### src/rtl/bqf_pkg.sv
`default_nettype none
// ----------------------------------------------------------------------------
// bqf_pkg: types and constants for the box query filter
// Coordinate width, result widths, register indexes and the beat structs
// that travel on the entry and result channels.
// ----------------------------------------------------------------------------
package bqf_pkg;

    // Coordinate width; every coordinate is two's complement
    localparam int COORD_BITS   = 16;
    // Result field widths
    localparam int AREA_BITS    = 32;
    localparam int DIST_BITS    = 33;
    // Configuration port
    localparam int CFG_IDX_BITS = 3;
    localparam int DIMS_BITS    = 2;

    typedef logic signed [COORD_BITS-1:0] coord_t;
    typedef logic [CFG_IDX_BITS-1:0]      cfg_idx_t;
    typedef logic [DIMS_BITS-1:0]         dims_t;

    // Register indexes
    localparam cfg_idx_t REG_QUERY_LOW_X  = cfg_idx_t'(0);
    localparam cfg_idx_t REG_QUERY_LOW_Y  = cfg_idx_t'(1);
    localparam cfg_idx_t REG_QUERY_HIGH_X = cfg_idx_t'(2);
    localparam cfg_idx_t REG_QUERY_HIGH_Y = cfg_idx_t'(3);
    localparam cfg_idx_t REG_DIMS_IN_USE  = cfg_idx_t'(4);

    // Reset value of the axis count
    localparam dims_t DIMS_RESET = dims_t'(2);

    // One entry box per input beat
    typedef struct packed {
        coord_t entry_low_x;
        coord_t entry_low_y;
        coord_t entry_high_x;
        coord_t entry_high_y;
    } entry_t;

    // One result per entry
    typedef struct packed {
        logic                 overlaps;
        logic                 entry_holds_query;
        logic                 query_holds_entry;
        logic                 edges_touch;
        logic [AREA_BITS-1:0] overlap_area;
        logic [DIST_BITS-1:0] gap_distance_sq;
        logic                 entry_invalid;
    } result_t;

endpackage
`default_nettype wire

### src/rtl/box_query_filter.sv
`default_nettype none
// ----------------------------------------------------------------------------
// box_query_filter: entry box test against a configured query box
// Overlap, containment both ways, edge touch, overlap area, squared gap
// distance and an inverted-entry flag for every entry box.
//
//   channel   direction  handshake                       payload
//   entry     in         entry_valid / entry_ready       entry (entry_t)
//   result    out        result_valid / result_ready     result (result_t)
//   cfg       in         cfg_valid / cfg_ready           cfg_index, cfg_data
//
// An entry beat reaches its result beat through two registers: the entry
// register, then the compare/multiply logic into the result register.
// One entry is taken every cycle while results drain.
// The entry register keeps taking beats while a result waits, until both
// registers are full. cfg_ready is always high.
// Reset clears the query box to zero and the axis count to two.
// ----------------------------------------------------------------------------
module box_query_filter
    import bqf_pkg::*;
(
    input  wire logic     clk,
    input  wire logic     rst_n,
    // entry channel
    input  wire logic     entry_valid,
    output logic          entry_ready,
    input  wire entry_t   entry,
    // result channel
    output logic          result_valid,
    input  wire logic     result_ready,
    output result_t       result,
    // configuration channel
    input  wire logic     cfg_valid,
    output logic          cfg_ready,
    input  wire cfg_idx_t cfg_index,
    input  wire logic [COORD_BITS-1:0] cfg_data
);

    localparam int LEN_BITS  = COORD_BITS;
    localparam int PROD_BITS = 2 * COORD_BITS;
    localparam int SUM_BITS  = 2 * COORD_BITS + 1;

    typedef logic signed [COORD_BITS:0] diff_t;
    typedef logic [LEN_BITS-1:0]        len_t;
    typedef logic [PROD_BITS-1:0]       prod_t;

    // per-axis compare results
    typedef struct packed {
        logic ovl;
        logic ehq;
        logic qhe;
        logic touch;
        logic inv;
        len_t len;
        len_t gap;
    } axis_t;

    // configuration registers
    coord_t  q_low_x_reg, q_low_y_reg, q_high_x_reg, q_high_y_reg;
    dims_t   dims_reg;

    // entry register
    logic    ent_valid_reg;
    entry_t  ent_reg;

    // result register
    logic    res_valid_reg;
    result_t res_reg;

    logic    res_load;
    logic    use_y;
    axis_t   ax_x, ax_y;
    prod_t   area_prod, sq_x, sq_y;
    logic [SUM_BITS-1:0] dist_sum;
    result_t res_next;

    // per-axis compares, overlap length and gap
    function automatic axis_t axis_eval(coord_t el, coord_t eh, coord_t ql, coord_t qh);
        axis_t  a;
        coord_t lo, hi;
        diff_t  len_d, gap_hi, gap_lo;
        a.ovl   = !((eh < ql) || (el > qh));
        a.ehq   = !((el > ql) || (eh < qh));
        a.qhe   = !((ql > el) || (qh < eh));
        a.touch = (el == ql) || (eh == qh);
        a.inv   = el > eh;
        lo      = (el > ql) ? el : ql;
        hi      = (eh < qh) ? eh : qh;
        len_d   = diff_t'(hi) - diff_t'(lo);
        a.len   = len_d[COORD_BITS] ? '0 : len_d[LEN_BITS-1:0];
        gap_hi  = diff_t'(el) - diff_t'(qh);
        gap_lo  = diff_t'(ql) - diff_t'(eh);
        if (qh < el)
            a.gap = gap_hi[LEN_BITS-1:0];
        else if (ql > eh)
            a.gap = gap_lo[LEN_BITS-1:0];
        else
            a.gap = '0;
        return a;
    endfunction

    // configuration writes
    assign cfg_ready = 1'b1;

    always_ff @(posedge clk or negedge rst_n)
    begin
        if (!rst_n)
        begin
            q_low_x_reg  <= '0;
            q_low_y_reg  <= '0;
            q_high_x_reg <= '0;
            q_high_y_reg <= '0;
            dims_reg     <= DIMS_RESET;
        end
        else if (cfg_valid && cfg_ready)
        begin
            unique case (cfg_index)
                REG_QUERY_LOW_X:  q_low_x_reg  <= cfg_data;
                REG_QUERY_LOW_Y:  q_low_y_reg  <= cfg_data;
                REG_QUERY_HIGH_X: q_high_x_reg <= cfg_data;
                REG_QUERY_HIGH_Y: q_high_y_reg <= cfg_data;
                REG_DIMS_IN_USE:  dims_reg     <= cfg_data[DIMS_BITS-1:0];
                default:          ;
            endcase
        end
    end

    // handshake: entry register refills as the result register loads
    assign res_load    = ent_valid_reg && (!res_valid_reg || result_ready);
    assign entry_ready = !ent_valid_reg || !res_valid_reg || result_ready;

    always_ff @(posedge clk or negedge rst_n)
    begin
        if (!rst_n)
            ent_valid_reg <= 1'b0;
        else if (entry_ready)
            ent_valid_reg <= entry_valid;
    end

    always_ff @(posedge clk)
    begin
        if (entry_valid && entry_ready)
            ent_reg <= entry;
    end

    // axis count: 0 acts as 1, 3 acts as 2
    assign use_y = dims_reg[1];

    assign ax_x = axis_eval(ent_reg.entry_low_x, ent_reg.entry_high_x,
                            q_low_x_reg, q_high_x_reg);
    assign ax_y = axis_eval(ent_reg.entry_low_y, ent_reg.entry_high_y,
                            q_low_y_reg, q_high_y_reg);

    // area product and squared gaps, all in parallel
    assign area_prod = use_y ? prod_t'(ax_x.len) * prod_t'(ax_y.len) : prod_t'(ax_x.len);
    assign sq_x      = prod_t'(ax_x.gap) * prod_t'(ax_x.gap);
    assign sq_y      = prod_t'(ax_y.gap) * prod_t'(ax_y.gap);
    assign dist_sum  = {1'b0, sq_x} + (use_y ? {1'b0, sq_y} : '0);

    // result assembly
    always_comb
    begin
        res_next.overlaps          = ax_x.ovl   && (!use_y || ax_y.ovl);
        res_next.entry_holds_query = ax_x.ehq   && (!use_y || ax_y.ehq);
        res_next.query_holds_entry = ax_x.qhe   && (!use_y || ax_y.qhe);
        res_next.edges_touch       = ax_x.touch || (use_y && ax_y.touch);
        res_next.entry_invalid     = ax_x.inv   || (use_y && ax_y.inv);
        res_next.overlap_area      = res_next.overlaps ? AREA_BITS'(area_prod) : '0;
        res_next.gap_distance_sq   = DIST_BITS'(dist_sum);
    end

    always_ff @(posedge clk or negedge rst_n)
    begin
        if (!rst_n)
            res_valid_reg <= 1'b0;
        else if (res_load)
            res_valid_reg <= 1'b1;
        else if (result_ready)
            res_valid_reg <= 1'b0;
    end

    always_ff @(posedge clk)
    begin
        if (res_load)
            res_reg <= res_next;
    end

    assign result_valid = res_valid_reg;
    assign result       = res_reg;

    // checks
    a_result_from_entry: assert property (@(posedge clk) disable iff (!rst_n)
        $rose(res_valid_reg) |-> $past(ent_valid_reg))
        else $error("result beat without a held entry");

    a_ready_when_empty: assert property (@(posedge clk) disable iff (!rst_n)
        !res_valid_reg |-> entry_ready)
        else $error("entry stalled with empty result register");

    a_disjoint_no_area: assert property (@(posedge clk) disable iff (!rst_n)
        (res_valid_reg && (!res_reg.overlaps || res_reg.entry_invalid))
            |-> (res_reg.overlap_area == '0))
        else $error("nonzero area for disjoint or inverted entry");

    a_overlap_no_gap: assert property (@(posedge clk) disable iff (!rst_n)
        (res_valid_reg && res_reg.overlaps) |-> (res_reg.gap_distance_sq == '0))
        else $error("nonzero gap for overlapping boxes");

endmodule
`default_nettype wire
### config.mk
export PLATFORM = sky130hd
export DESIGN_NAME = box_query_filter
export DESIGN_NICKNAME = d
export VERILOG_FILES = /design/src/rtl/bqf_pkg.sv /design/src/rtl/box_query_filter.sv
export SDC_FILE = /design/constraint.sdc
export NUM_CORES = 2
export LEC_CHECK = 0
export ABC_AREA = 0
export ABC_CLOCK_PERIOD_IN_PS = 11000
export BUFFER_PORTS_ARGS = -buffer_cell sky130_fd_sc_hd__clkbuf_2
export CAP_MARGIN = 20
export CELL_PAD_IN_SITES_DETAIL_PLACEMENT = 1
export CELL_PAD_IN_SITES_GLOBAL_PLACEMENT = 2
export CORE_AREA = 2 2 325 327
export CTS_CLUSTER_SIZE = 40
export DETAILED_ROUTE_END_ITERATION = 6
export DIE_AREA = 0 0 327 329
export HOLD_SLACK_MARGIN = 0.15
export MAX_ROUTING_LAYER = met4
export PLACE_DENSITY_LB_ADDON = 0.08
export SYNTH_ARGS = -nofsm -noshare
export SYNTH_HDL_FRONTEND = slang
export SYNTH_SLANG_ARGS = --single-unit
### constraint.sdc
create_clock -name clk -period 11 [get_ports clk]
set_input_delay 2.2 -clock clk [delete_from_list [all_inputs] [get_ports clk]]
set_output_delay 2.2 -clock clk [all_outputs]
set_load 0.05 [all_outputs]
==> impl_metrics.toml <==
[run_status]
outcome = "finished, violations left"
violations = "setup timing"

[min_path]
min_from = "ent_valid_reg"
holdPathEnd = "result_valid"
hold_class = "reg -> reg"
holdPathStages = 1

[clocking]
cts_buffer_depth = 3
clkLatencyLatePin_ps = 670
clk_pin_slew_ps = 60
cts.sink_count = 201
htreeDepth = 1
cts_tree = "yes"
cts_made_buffers = 30
cts_root_buf = "clkbuf_16"
postCtsHoldBufs = 0

[detailed_routing]
vias = 32400
wl_per_cell_um = 21.0
first_pass_iters = 5
drt_wl_total_mm = 136
drc = 0
ant_nets = 0
vias_per_cell = 4.98
drt_iter0_drc = 1427

[floorplan]
dieWidth_um = 327
boundaryPins = 161
die_h_um = 329
rows = 119
core_sq_um = 104000
dieArea_sq_um = 108000
initial_core_util = 0.367

[worst_setup_path]
cp_max_fo = 4
ff2ff_path_depth = 49
critical_path.most_common_cell = "fa_1"
crit_required_ps = 11390
r2r-start = "q_high_y_reg[1]"
slowest_stage = "fa_1"
cp_top_family = "adder cells"
critical_path_arrival_ps = 11810
r2r_slack_ps = -410
crit_path_start_kind = "register"
slowest_delay_ps = 570
path_class = "reg -> reg"
cp-end-kind = "register"
cp_num_buf_inv = 12
r2r-end = "result[30]"

[global_route]
antenna_found_initial = 1
grt.overflow.total = 0
grt_max_degree = 68
grt_pass1_wl_mm = 212
grt_use_total = 0.266
grt_pass1_vias = 36200

[yosys]
synth_cell_types = 90
seq_area_frac_synth = 0.149
synth_area_sq_um = 38300
syn_nets = 5422
postSynthAreaPerCell_sq_um = 8.94
ys.warnings.count = 0
synth_top_area_frac = 0.291
yosysMostFrequentCell = "inv_1"
async_flop_share = 0.333
synth_top_cell_by_area = "fa_1"
ys_ff_latch = 201
ys_top_cells_by_area = "fa_1 (29%), ha_1 (16%), edfxtp_1 (11%)"
netlist_top_cells_count = "inv_1 (855), fa_1 (556), ha_1 (493)"
synth-edff-count = 134
synthFlopType = "edfxtp_1"
syn_inst = 4285

[timing]
fmax_mhz = 87.6
setup_tns_ps = -3020
skew_ps = 38.0
worst_slew_pin_slew_ps = 1020
setup_viol = 13
drv_slew = 0
period_share = 1.04
hold_viol_final = 0
maxSlewHeadroom = 0.318
finalWorstSetupSlack_ps = -412
finalCriticalPeriod_ps = 11410
rsz0062_at_grt = "yes"

[finish]
n_fill_cell = 12100
drive_above_1_share = 0.254
area_delta_synth_final_pct = 27.6
largest_reg_flops = 70
final_nets = 6218

[place]
io_buffers = 159
gp_congestion = 0.924
hpwl_mm = 117

[job]
drv_cap = 0
## cell families after synthesis
group | share of synthesized area
fa+ha+maj | 0.452
mux | 0.0128
xor+xnor | 0.0350
flops | 0.149
buf+inv | 0.0984
compound gates | 0.117
other cells | 0.0000979
simple gates | 0.136
## worst max path at each step
stage | start | endpoint | slack, ps | depth (start not counted)
final | q_high_y_reg[1] | result[30] | -410 | 49
after global routing | ent_reg[32] | result[30] | -840 | 51
after CTS | q_high_y_reg[0] | result[30] | -430 | 49
after detailed placement | q_high_y_reg[1] | result[33] | -1070 | 46
after global placement | q_high_y_reg[1] | result[33] | -1000 | 47
after floorplan | q_high_y_reg[0] | result[30] | 10 | 47
## stage by stage
stage           util  setup WS, ps  std cells  instance area, sq um  hold slack, ps
2_1_floorplan      -          10.5       4285                 38500             449
3_3_place_gp   0.437         -1000       6377                 45700             474
3_5_place_dp   0.437         -1070       6377                 45700             493
4_1_cts        0.458          -428       6459                 47800             501
5_1_grt        0.468          -838       6496                 48900             526
6_report       0.468          -412       6498                 48900             496
## worst reg2reg max path: cells and delay by family (launching register included)
kind | cells | cell delay, ps
AND/OR/NAND/NOR | 10 | 1360
XOR/XNOR | 2 | 300
flip-flops | 1 | 400
AO/OA/AOI/OAI | 12 | 2160
buffers and inverters | 12 | 1090
adder cells (fa/ha/maj) | 13 | 5840
## metal layers
layer	share of wire	track usage
met5	0	-
met4	0.021	0.0508
met3	0.029	0.0195
met2	0.50	0.461
met1	0.45	0.345
## cell usage in the layout (no fill, tap or decap), types with 30 or more instances in the layout
master	n
nand2b_1	46
clkbuf_16	30
a21o_1	82
ha_1	451
inv_1	835
ha_4	32
edfxtp_1	134
fa_1	541
nor2b_1	38
a21oi_2	34
o21ai_0	142
nand2_1	467
buf_4	686
nor3_1	33
and3_1	39
dfrtp_1	66
xnor2_1	94
nand3_1	33
nor2_1	288
clkbuf_2	158
buf_6	34
o21a_1	46
a21oi_1	136
xor2_1	51
## layout make-up
cell class              instances  area, sq um  area share
diodes                          2         5.00    0.000102
well taps                    1391         1740      0.0356
clock buffers                  35          790      0.0162
clock inverters                21          294     0.00602
flip-flops and latches        201         5700       0.117
inverters                     868         3280      0.0671
multi-input cells            3095        30600       0.626
repair buffers                885         6460       0.132
## what timing repair did
item | in CTS | in global routing
pin swaps | 116 | 137
buffers inserted | 30 | 37
setup endpoints to repair | 35 | 36
hold endpoints to repair | 0 | 0
gates resized for setup | 206 | 186
Power is not shown: default switching activity piles up to over one toggle a cycle in this logic, so the estimate is an artifact.
